==> config.mk <==
export PLATFORM = sky130hd
export DESIGN_NAME = sha256_hash_unit
export DESIGN_NICKNAME = d
export VERILOG_FILES = /design/src/rtl/sha_pkg.sv /design/src/rtl/sha_ctrl.sv /design/src/rtl/sha_dpath.sv /design/src/rtl/sha256_hash_unit.sv
export VERILOG_INCLUDE_DIRS = /design/src /design/src/rtl
export SDC_FILE = /design/constraint.sdc
export NUM_CORES = 2
export LEC_CHECK = 0
export BUFFER_PORTS_ARGS = -buffer_cell sky130_fd_sc_hd__buf_2
export CORE_AREA = 2 2 468 424
export CTS_BUF_LIST = sky130_fd_sc_hd__clkbuf_16
export CTS_CLUSTER_DIAMETER = 150
export DETAILED_ROUTE_END_ITERATION = 8
export DIE_AREA = 0 0 470 426
export PLACE_DENSITY = 0.61
export SLEW_MARGIN = 20
export SYNTH_ARGS = -nofsm -noshare
export SYNTH_HDL_FRONTEND = slang
export SYNTH_HIERARCHICAL = 1
export SYNTH_SLANG_ARGS = --single-unit
==> constraint.sdc <==
create_clock -name clk -period 10.5 [get_ports clk]
set_input_delay 2.1 -clock clk [delete_from_list [all_inputs] [get_ports clk]]
set_output_delay 2.1 -clock clk [all_outputs]
set_load 0.005 [all_outputs]
==> src/rtl/sha256_hash_unit_assert.svh <==
// Assertion macros used by the hash unit controller.
`ifndef SHA256_HASH_UNIT_ASSERT_SVH
`define SHA256_HASH_UNIT_ASSERT_SVH
`ifndef SYNTH
`define SHA_ASSERT_IMP(label, clk, rst_n, ante, cons) \
	label: assert property (@(posedge clk) disable iff (!rst_n) (ante) |-> (cons)) \
	else $error("assertion failed");
`define SHA_ASSERT_NXT(label, clk, rst_n, ante, cons) \
	label: assert property (@(posedge clk) disable iff (!rst_n) (ante) |=> (cons)) \
	else $error("assertion failed");
`else
`define SHA_ASSERT_IMP(label, clk, rst_n, ante, cons)
`define SHA_ASSERT_NXT(label, clk, rst_n, ante, cons)
`endif
`endif

==> src/rtl/sha_pkg.sv <==
// Package with SHA-256 constants, controller types and a helper function.
`default_nettype none
package sha_pkg;
	localparam logic [31:0] ROUND_K [64] = '{
		32'h428a2f98, 32'h71374491, 32'hb5c0fbcf, 32'he9b5dba5,
		32'h3956c25b, 32'h59f111f1, 32'h923f82a4, 32'hab1c5ed5,
		32'hd807aa98, 32'h12835b01, 32'h243185be, 32'h550c7dc3,
		32'h72be5d74, 32'h80deb1fe, 32'h9bdc06a7, 32'hc19bf174,
		32'he49b69c1, 32'hefbe4786, 32'h0fc19dc6, 32'h240ca1cc,
		32'h2de92c6f, 32'h4a7484aa, 32'h5cb0a9dc, 32'h76f988da,
		32'h983e5152, 32'ha831c66d, 32'hb00327c8, 32'hbf597fc7,
		32'hc6e00bf3, 32'hd5a79147, 32'h06ca6351, 32'h14292967,
		32'h27b70a85, 32'h2e1b2138, 32'h4d2c6dfc, 32'h53380d13,
		32'h650a7354, 32'h766a0abb, 32'h81c2c92e, 32'h92722c85,
		32'ha2bfe8a1, 32'ha81a664b, 32'hc24b8b70, 32'hc76c51a3,
		32'hd192e819, 32'hd6990624, 32'hf40e3585, 32'h106aa070,
		32'h19a4c116, 32'h1e376c08, 32'h2748774c, 32'h34b0bcb5,
		32'h391c0cb3, 32'h4ed8aa4a, 32'h5b9cca4f, 32'h682e6ff3,
		32'h748f82ee, 32'h78a5636f, 32'h84c87814, 32'h8cc70208,
		32'h90befffa, 32'ha4506ceb, 32'hbef9a3f7, 32'hc67178f2
	};
	localparam logic [31:0] INIT_H [8] = '{
		32'h6a09e667, 32'hbb67ae85, 32'h3c6ef372, 32'ha54ff53a,
		32'h510e527f, 32'h9b05688c, 32'h1f83d9ab, 32'h5be0cd19
	};
	localparam logic [7:0] PAD_BYTE = 8'h80;
	localparam logic [5:0] LEN_POS = 6'd56;

	typedef enum logic [2:0] {
		ST_IDLE, ST_COMP, ST_FOLD, ST_PAD, ST_OUT
	} state_t;

	// Byte source selection for the block buffer.
	typedef enum logic [1:0] {
		SRC_DATA, SRC_PAD, SRC_ZERO, SRC_LEN
	} src_t;

	typedef struct packed {
		logic put;      // write one byte at the current position
		src_t src;
		logic start;    // load working vars from hash state
		logic round;    // run one round
		logic fold;     // add working vars into hash state
		logic latch_len;
		logic count;    // add eight to bit count
		logic clear;    // return to the initial state
		logic shift_out;// rotate hash state by one word
	} cmd_t;

	typedef struct packed {
		logic [5:0] pos;
		logic       rounds_done;
	} stat_t;

	function automatic logic [31:0] rotr(input logic [31:0] x, input int n);
		rotr = (x >> n) | (x << (32 - n));
	endfunction
endpackage
`default_nettype wire

==> src/rtl/sha_ctrl.sv <==
// Controller state machine for the hash unit.
`default_nettype none
module sha_ctrl (
	input  wire logic        clk,
	input  wire logic        arst_n,
	input  wire logic        in_valid,
	output logic             in_stall,
	input  wire logic        byte_valid,
	input  wire logic        last,
	output logic             out_valid,
	input  wire logic        out_stall,
	output logic [2:0]       word_index,
	output logic             last_word,
	input  wire sha_pkg::stat_t st,
	output sha_pkg::cmd_t    cmd
);
	import sha_pkg::*;
	`include "sha256_hash_unit_assert.svh"

	state_t state_q, state_d;
	logic   fin_q, fin_d;    // message is finishing (padding phase)
	logic   lenph_q, lenph_d;// length bytes in progress
	logic [2:0] cnt_q, cnt_d;

	always_ff @(posedge clk or negedge arst_n) begin
		if (!arst_n) begin
			state_q <= ST_IDLE;
			fin_q <= 1'b0;
			lenph_q <= 1'b0;
			cnt_q <= '0;
		end else begin
			state_q <= state_d;
			fin_q <= fin_d;
			lenph_q <= lenph_d;
			cnt_q <= cnt_d;
		end
	end

	always_comb begin
		state_d = state_q;
		fin_d = fin_q;
		lenph_d = lenph_q;
		cnt_d = cnt_q;
		cmd = '0;
		cmd.src = SRC_DATA;
		in_stall = 1'b1;
		out_valid = 1'b0;
		case (state_q)
			ST_IDLE: begin
				in_stall = 1'b0;
				if (in_valid) begin
					if (byte_valid) begin
						cmd.put = 1'b1;
						cmd.count = 1'b1;
					end
					if (last) begin
						cmd.latch_len = 1'b1;
						fin_d = 1'b1;
						lenph_d = 1'b0;
					end
					if (byte_valid && st.pos == 6'd63) begin
						state_d = ST_COMP;
						cmd.start = 1'b1;
					end else if (last) begin
						state_d = ST_PAD;
					end
				end
			end
			ST_COMP: begin
				cmd.round = 1'b1;
				if (st.rounds_done) state_d = ST_FOLD;
			end
			ST_FOLD: begin
				cmd.fold = 1'b1;
				if (!fin_q) state_d = ST_IDLE;
				else if (lenph_q && st.pos == 6'd0) begin
					state_d = ST_OUT;
					cnt_d = '0;
				end else state_d = ST_PAD;
			end
			ST_PAD: begin
				// First pad cycle writes the marker byte, then zeros, then length.
				// The length starts only at the length slot of a block that
				// still has room for it; a marker at or past that slot forces zeros
				// to the end of the block and one more block.
				cmd.put = 1'b1;
				if (!lenph_q && cnt_q == 3'd0 && !cmd.start) begin
					cmd.src = SRC_PAD;
					cnt_d = 3'd1;
				end else if (lenph_q || st.pos == LEN_POS) begin
					cmd.src = SRC_LEN;
					lenph_d = 1'b1;
				end else begin
					cmd.src = SRC_ZERO;
				end
				if (st.pos == 6'd63) begin
					state_d = ST_COMP;
					cmd.start = 1'b1;
				end
			end
			ST_OUT: begin
				out_valid = 1'b1;
				if (!out_stall) begin
					cmd.shift_out = 1'b1;
					cnt_d = cnt_q + 3'd1;
					if (cnt_q == 3'd7) begin
						cmd.clear = 1'b1;
						fin_d = 1'b0;
						lenph_d = 1'b0;
						cnt_d = '0;
						state_d = ST_IDLE;
					end
				end
			end
			default: state_d = ST_IDLE;
		endcase
	end

	assign word_index = cnt_q;
	assign last_word = (cnt_q == 3'd7);

	`SHA_ASSERT_IMP(a_out_only_fin, clk, arst_n, out_valid, fin_q && lenph_q)
	`SHA_ASSERT_IMP(a_no_accept_busy, clk, arst_n, state_q != ST_IDLE, in_stall)
	`SHA_ASSERT_NXT(a_fold_after, clk, arst_n, state_q == ST_COMP && st.rounds_done,
		state_q == ST_FOLD)
endmodule
`default_nettype wire

==> src/rtl/sha_dpath.sv <==
// Datapath: block buffer, schedule, round logic, hash state and length.
`default_nettype none
module sha_dpath (
	input  wire logic        clk,
	input  wire logic        arst_n,
	input  wire sha_pkg::cmd_t cmd,
	input  wire logic [7:0]  data_byte,
	output sha_pkg::stat_t   st,
	output logic [31:0]      digest_word
);
	import sha_pkg::*;

	logic [31:0] h_q [8];
	logic [31:0] v_q [8];
	logic [31:0] w_q [16];
	logic [63:0] bits_q, len_q;
	logic [5:0]  pos_q;
	logic [5:0]  rnd_q;

	logic [7:0] b;
	logic [2:0] lsel;
	always_comb begin
		lsel = pos_q[2:0];
		case (cmd.src)
			SRC_DATA: b = data_byte;
			SRC_PAD:  b = PAD_BYTE;
			SRC_ZERO: b = 8'h00;
			SRC_LEN:  b = len_q[8*(7-lsel) +: 8];
			default:  b = 8'h00;
		endcase
	end

	// Schedule: the window shifts by one word each round; w_q[0] is current.
	logic [31:0] s0w, s1w, wnew;
	assign s0w = rotr(w_q[1], 7) ^ rotr(w_q[1], 18) ^ (w_q[1] >> 3);
	assign s1w = rotr(w_q[14], 17) ^ rotr(w_q[14], 19) ^ (w_q[14] >> 10);
	assign wnew = w_q[0] + s0w + w_q[9] + s1w;

	logic [31:0] e1, ch, t1, a0, maj, t2;
	assign e1 = rotr(v_q[4], 6) ^ rotr(v_q[4], 11) ^ rotr(v_q[4], 25);
	assign ch = (v_q[4] & v_q[5]) ^ (~v_q[4] & v_q[6]);
	assign t1 = v_q[7] + e1 + ch + ROUND_K[rnd_q] + w_q[0];
	assign a0 = rotr(v_q[0], 2) ^ rotr(v_q[0], 13) ^ rotr(v_q[0], 22);
	assign maj = (v_q[0] & v_q[1]) ^ (v_q[0] & v_q[2]) ^ (v_q[1] & v_q[2]);
	assign t2 = a0 + maj;

	always_ff @(posedge clk) begin
		if (cmd.put) begin
			w_q[pos_q[5:2]][8*(3-pos_q[1:0]) +: 8] <= b;
		end else if (cmd.round) begin
			for (int i = 0; i < 15; i++) w_q[i] <= w_q[i+1];
			w_q[15] <= wnew;
		end
		if (cmd.start) begin
			for (int i = 0; i < 8; i++) v_q[i] <= h_q[i];
		end else if (cmd.round) begin
			v_q[7] <= v_q[6]; v_q[6] <= v_q[5]; v_q[5] <= v_q[4];
			v_q[4] <= v_q[3] + t1;
			v_q[3] <= v_q[2]; v_q[2] <= v_q[1]; v_q[1] <= v_q[0];
			v_q[0] <= t1 + t2;
		end
		if (cmd.latch_len) len_q <= bits_q + (cmd.count ? 64'd8 : 64'd0);
	end

	always_ff @(posedge clk or negedge arst_n) begin
		if (!arst_n) begin
			for (int i = 0; i < 8; i++) h_q[i] <= INIT_H[i];
			bits_q <= '0;
			pos_q <= '0;
			rnd_q <= '0;
		end else begin
			if (cmd.put) pos_q <= pos_q + 6'd1;
			if (cmd.count) bits_q <= bits_q + 64'd8;
			if (cmd.start) rnd_q <= '0;
			else if (cmd.round) rnd_q <= rnd_q + 6'd1;
			if (cmd.fold) begin
				for (int i = 0; i < 8; i++) h_q[i] <= h_q[i] + v_q[i];
			end else if (cmd.clear) begin
				for (int i = 0; i < 8; i++) h_q[i] <= INIT_H[i];
				bits_q <= '0;
				pos_q <= '0;
			end else if (cmd.shift_out) begin
				for (int i = 0; i < 7; i++) h_q[i] <= h_q[i+1];
				h_q[7] <= h_q[0];
			end
		end
	end

	assign st.pos = pos_q;
	assign st.rounds_done = (rnd_q == 6'd63);
	assign digest_word = h_q[0];
endmodule
`default_nettype wire

==> src/rtl/sha256_hash_unit.sv <==
// Top level of the streaming SHA-256 hash unit.
// Usage: the input channel moves one word per handshake: a message byte on
// data_byte with byte_valid, and last on the final word of a message. A word
// with byte_valid low and last low is a no-op; byte_valid low with last high
// ends the message without a byte, which also hashes the empty message.
// Bytes are taken one per cycle while the 64-byte block buffer fills. When a
// block completes, the round unit runs 64 rounds, one round a cycle, and then
// folds the working variables into the hash state. After last, padding is
// written one byte a cycle into the buffer, pausing while a filled block is
// compressed; one or two padded blocks are compressed, and the digest is
// delivered as eight output words, index 0 first, last_word on index 7.
// The round unit sets the rate; input is stalled in rounds, fold, padding
// and digest delivery. Output stall simply holds the current digest word.
// Reset loads the standard initial hash values and clears the length count;
// after the eighth digest word the unit returns to that state by itself.
`default_nettype none
module sha256_hash_unit (
	input  wire logic        clk,
	input  wire logic        arst_n,
	input  wire logic        in_valid,
	output logic             in_stall,
	input  wire logic [7:0]  data_byte,
	input  wire logic        byte_valid,
	input  wire logic        last,
	output logic             out_valid,
	input  wire logic        out_stall,
	output logic [31:0]      digest_word,
	output logic [2:0]       word_index,
	output logic             last_word
);
	import sha_pkg::*;

	cmd_t  cmd;
	stat_t st;

	sha_ctrl u_ctrl (
		.clk(clk), .arst_n(arst_n), .in_valid(in_valid), .in_stall(in_stall),
		.byte_valid(byte_valid), .last(last), .out_valid(out_valid),
		.out_stall(out_stall), .word_index(word_index), .last_word(last_word),
		.st(st), .cmd(cmd)
	);

	sha_dpath u_dpath (
		.clk(clk), .arst_n(arst_n), .cmd(cmd), .data_byte(data_byte),
		.st(st), .digest_word(digest_word)
	);
endmodule
`default_nettype wire
# After elaboration in Yosys (flattened, before gate mapping)
# Memory sizes are Yosys's and may differ from the RTL's.
# Index checks and enable logic that the tools add are counted.
# W data, S select, Z words.
[classes]
n_mux = 81
shifts = 3
order_cmp = 1
n_addsub = 26
n_eq_ne = 23
bitwise_logic = 36
n_reduce_logical = 19
[op_table]
columns = ["operator", "n"]
rows = [
  ["$mux W256", 3],
  ["$add A32 B32 Y32", 18],
  ["$mux W32", 13],
  ["$xor A32 B32 Y32", 9],
  ["$mux W64", 3],
  ["$and A32 B32 Y32", 5],
  ["$add A64 B4 Y64 const B", 1],
  ["$add A64 B64 Y64", 1],
  ["$shiftx A64 B33 Y8", 1],
  ["$mux W3", 14],
  ["$neg A32 Y34", 1],
  ["$shift A8 B34 Y32 const A", 1],
  ["$shiftx A8 B34 Y32", 1],
  ["$not A32 Y32", 1],
  ["$or A10 B32 Y32", 1],
  ["$or A13 B32 Y32", 1],
  ["$or A14 B32 Y32", 1],
  ["$or A15 B32 Y32", 1],
  ["$or A19 B32 Y32", 1],
  ["$or A21 B32 Y32", 1],
  ["$or A25 B32 Y32", 1],
  ["$or A26 B32 Y32", 1],
  ["$or A30 B32 Y32", 1],
  ["$or A7 B32 Y32", 1],
  ["39 further kinds", 107],
]
[totals]
in_bits = 14
n_memories = 3
mem_bits_rw = 768
word_cells = 208
rom_bits = 2048
ff_bits = 404
[mem_list]
columns = ["name", "words", "word_bits", "read_ports", "rd_clocked_by_memory_dff", "wr", "line", "source"]
rows = [
  ["(no name shown)", 64, 32, 1, 0, 0, "sha_dpath.sv:42", "assign t1 = v_q[7] + e1 + ch + ROUND_K[rnd_q] + w_q[0];"],
  ["u_dpath.w_q", 16, 32, 16, 0, 16, "sha_dpath.sv:15", "logic [31:0] w_q [16];"],
  ["u_dpath.v_q", 8, 32, 8, 0, 8, "sha_dpath.sv:14", "logic [31:0] v_q [8];"],
]

# Longest topological paths before layout
# An unclocked memory read counts as a cell.
[logic_depth]
ltp_word = 10
mapped_depth = 42
ltp_nobuf = 41

# Cells and area by module
# The synthesis kept the hierarchy.
[modules_own_cells]
columns = ["module", "area_each_um2", "cells_each", "instances", "seq_area_each_um2"]
rows = [
  ["sha_dpath", 77091.4, 7561, 1, 33296.9],
  ["sha_ctrl", 644.4, 74, 1, 200.2],
]

# Worst setup path after synthesis
# OpenSTA, ideal clock, no wires.
[synth_path]
kind = "register -> register"
start = "register u_dpath.rnd_q[1]"
end = "memory u_dpath.v_q[0][31], data pin"
setup_time_ns = 0.263
path_stages_with_launch = 38
required_time_ns = 10.237
arrival_ns = 7.947
slack_ns = 2.290
cell_sequence = "dfrtp_1 -> clkbuf_1 -> inv_1 -> ha_1 -> or2_2 -> clkbuf_1 -> a21oi_1 -> a21oi_1 -> mux4_2 -> fa_1 -> fa_1 -> fa_1 -> inv_1 -> ha_1 -> inv_1 -> fa_1 -> nor2b_1 -> o2111ai_1 -> [... 2 more ...] -> a21o_1 -> a21oi_1 -> nor2b_1 -> nor2b_1 -> o21ai_0 -> a22oi_1 -> inv_1 -> fa_1 -> inv_1 -> ha_1 -> nand3_1 -> nor2_1 -> nand3_1 -> o311ai_1 -> nand2_1 -> o31a_1 -> xnor3_1 -> o21ai_1"
[synth_rtl]
columns = ["element", "line", "source"]
rows = [
  ["from (decl)", "sha_dpath.sv:18", "logic [5:0] rnd_q;"],
  ["from (signal assigned)", "sha_dpath.sv:75", "else if (cmd.round) rnd_q <= rnd_q + 6'd1;"],
  ["to (decl)", "sha_dpath.sv:14", ""],
]

==> reports/metrics.cfg <==
[finish]
drive_gt1_frac=0.0869
layout.nets=8138
fin_util=0.437
area_growth_pct=9.67

[logic_synthesis]
synthTopCellsByArea=edfxtp_1 (32%), a21o_1 (6.9%), dfrtp_1 (6.5%)
synthFlopType=edfxtp_1
ys_ff_latch=1166
netlist_top_cells_count=nand2_1 (951), edfxtp_1 (829), a21o_1 (719)
synthDominantCellAreaShare=0.320
syn_area_per_cell_sq_um=10.2
yosysTopAreaCell=edfxtp_1
syn-num-nets=8245
ys_warn_count=6
async_flop_share=0.289
synth_cell_types=106
syn_inst=7635
synth.cell_area_sq_mm=0.0777
ys_seq_area_frac=0.431
synth-edff-count=829
synthMostInstantiatedCell=nand2_1

[detailed_routing]
first_iter_violations=7885
avgViaCountPerCell=5.99
dr.pass1.iters=7
wl_mm=268
wl_per_cell_um=26.3
vias=61200
drc_errors=0
ant_nets=0

[critical_path]
slowest_stage=nor2_1
crit_type=reg -> reg
crit_fanout=15
cpPeakStageDelay_ps=760
start_kind=register
crit_path_frequent_cell=inv_1
r2r_slack_ps=400
critPathArrivalTime_ps=10630
worst_ep_required_time_ps=11030
end_kind=register

[timing]
worst_slack_ps=403
finalHoldViolCount=0
rsz0062_at_grt=no
setup_viol=0
skew_ps=49.0
report.final.slew_viol_count=0
period_share=0.962
fin_crit_ps=10100
slew_headroom=0.152
max_freq_mhz=99.0
finalSetupTns_ps=0
worstMarginPinSlew_ps=1270

[die]
fp-row-count=154
die_area_sq_mm=0.200
start_util=0.399
die_h_um=426
fp.coreArea_sq_mm=0.195
ios=52
die_width_um=470

[placed_design]
place_worst_setup_slack_ps=766
place.gp.congestion=0.991
hpwlAfterDp_mm=195
io_buffers=51

[global_routing]
grt_max_degree=238
grt_first_pass_wirelength_mm=396
antenna_found_initial=10
first_global_vias=57900
grt-ovfl-total=0
track_usage=0.262

[clock_tree]
cts_tree=yes
ctsRootBufferMaster=clkbuf_16
cts_sinks=1166
insertion_delay_ps=820
clk_pin_slew_ps=70
holdBufCountCts=0
cts_setup_buffers=0
cts_max_level=4
clock_path_buffers=3
cts_buffers=138
cts-resized-gates=0

[outcome]
status=completed

[hold_path]
hp-class=reg -> reg

[job]
maxCapViolations=0

## cell families after synthesis
| group | Yosys count | share of synthesized area |
|---|---|---|
| compound gates | 2223 | 0.190 |
| xor+xnor | 686 | 0.0775 |
| fa+ha+maj | 600 | 0.115 |
| buf+inv | 793 | 0.0401 |
| flops | 1166 | 0.431 |
| mux | 281 | 0.0385 |
| simple gates | 1886 | 0.108 |
## placed cells by master, fill, tap and decap left out, types with 78 or more instances in the layout
cell type and n:
a21oi_1 386, ha_1 401, o22ai_1 109, xor2_1 267
inv_1 365, nand2_1 950, edfxtp_1 829, mux2i_1 235
nor2_1 374, buf_4 145, nand3_1 95, dfrtp_1 198
xnor2_1 418, a21o_1 719, a22oi_1 115, clkbuf_16 140
dfstp_2 136, o21ai_0 367, nor3_1 78, fa_1 195
## sequential cells by signal, summed over array words and instances, names as in the netlist, 3 cells and up
register and flops:
u_ctrl/word_index 3, u_dpath/bits_q 61, u_dpath/v_q 256, u_dpath/digest_word 32, u_dpath/rnd_q 6, u_dpath/w_q 512
u_ctrl/state_q 3, u_dpath/pos_q 6, u_dpath/len_q 61, u_dpath/h_q 224
## metal layers
layer,part of all wire,track usage,up-vias,wire (um)
li1,-,-,27200,-
met1,0.45,0.387,30500,120000
met5,0.00018,0,-,47
met2,0.42,0.383,2984,113000
met4,0.034,0.0843,8,9100
met3,0.096,0.0529,436,25900
## final timing paths
| kind | endpoint | cells after the start | startpoint |
|---|---|---|---|
| worst max-delay path | u_dpath/v_q[0][31]$_DFFE_PP_ | 37 | u_dpath/rnd_q[0]$_DFFE_PN0P_ |
| worst min-delay path | u_dpath/w_q[1][20]$_DFFE_PP_ | 1 | u_dpath/w_q[2][20]$_DFFE_PP_ |
| worst max register to register | u_dpath/v_q[0][31]$_DFFE_PP_ | 37 | u_dpath/rnd_q[0]$_DFFE_PN0P_ |
| worst min register to register | u_dpath/w_q[1][20]$_DFFE_PP_ | 1 | u_dpath/w_q[2][20]$_DFFE_PP_ |
| max in group asynchronous | u_dpath/rnd_q[2]$_DFFE_PN0P_ | 3 | arst_n |
| min in group asynchronous | u_ctrl/state_q[1]$_DFFE_PN0P_ | 1 | arst_n |
## final cells by class
class | instances | area [sq um]
Clock inverter | 112 | 998
Timing Repair Buffer | 206 | 1550
Antenna cell | 1 | 2.50
Clock buffer | 140 | 3500
Sequential cell | 1166 | 33500
Inverter | 340 | 1280
Multi-Input combinational cell | 5676 | 41200
Fill cell | 18500 | 110000
Tap cell | 2574 | 3220
## through the flow
step                cell area, sq um  hold WS, ps  std cells
floorplan                      77700          456       7635
global placement               80700          471       9962
detailed placement             80700          484       9962
CTS                            85200          493      10200
global route                   85300          500      10200
finish                         85300          498      10200
## critical path, delay by kind of cell, from the launching register on
kind,cells,cell delay (ps)
flip-flops,1,670
AO/OA/AOI/OAI,12,2950
AND/OR/NAND/NOR,9,1810
XOR/XNOR,1,210
adder cells (fa/ha/maj),8,3320
buffers and inverters,7,870
Power is left out: the tool's default activity adds up to more than one toggle a clock period on the data nets, which glitch-free logic cannot reach.
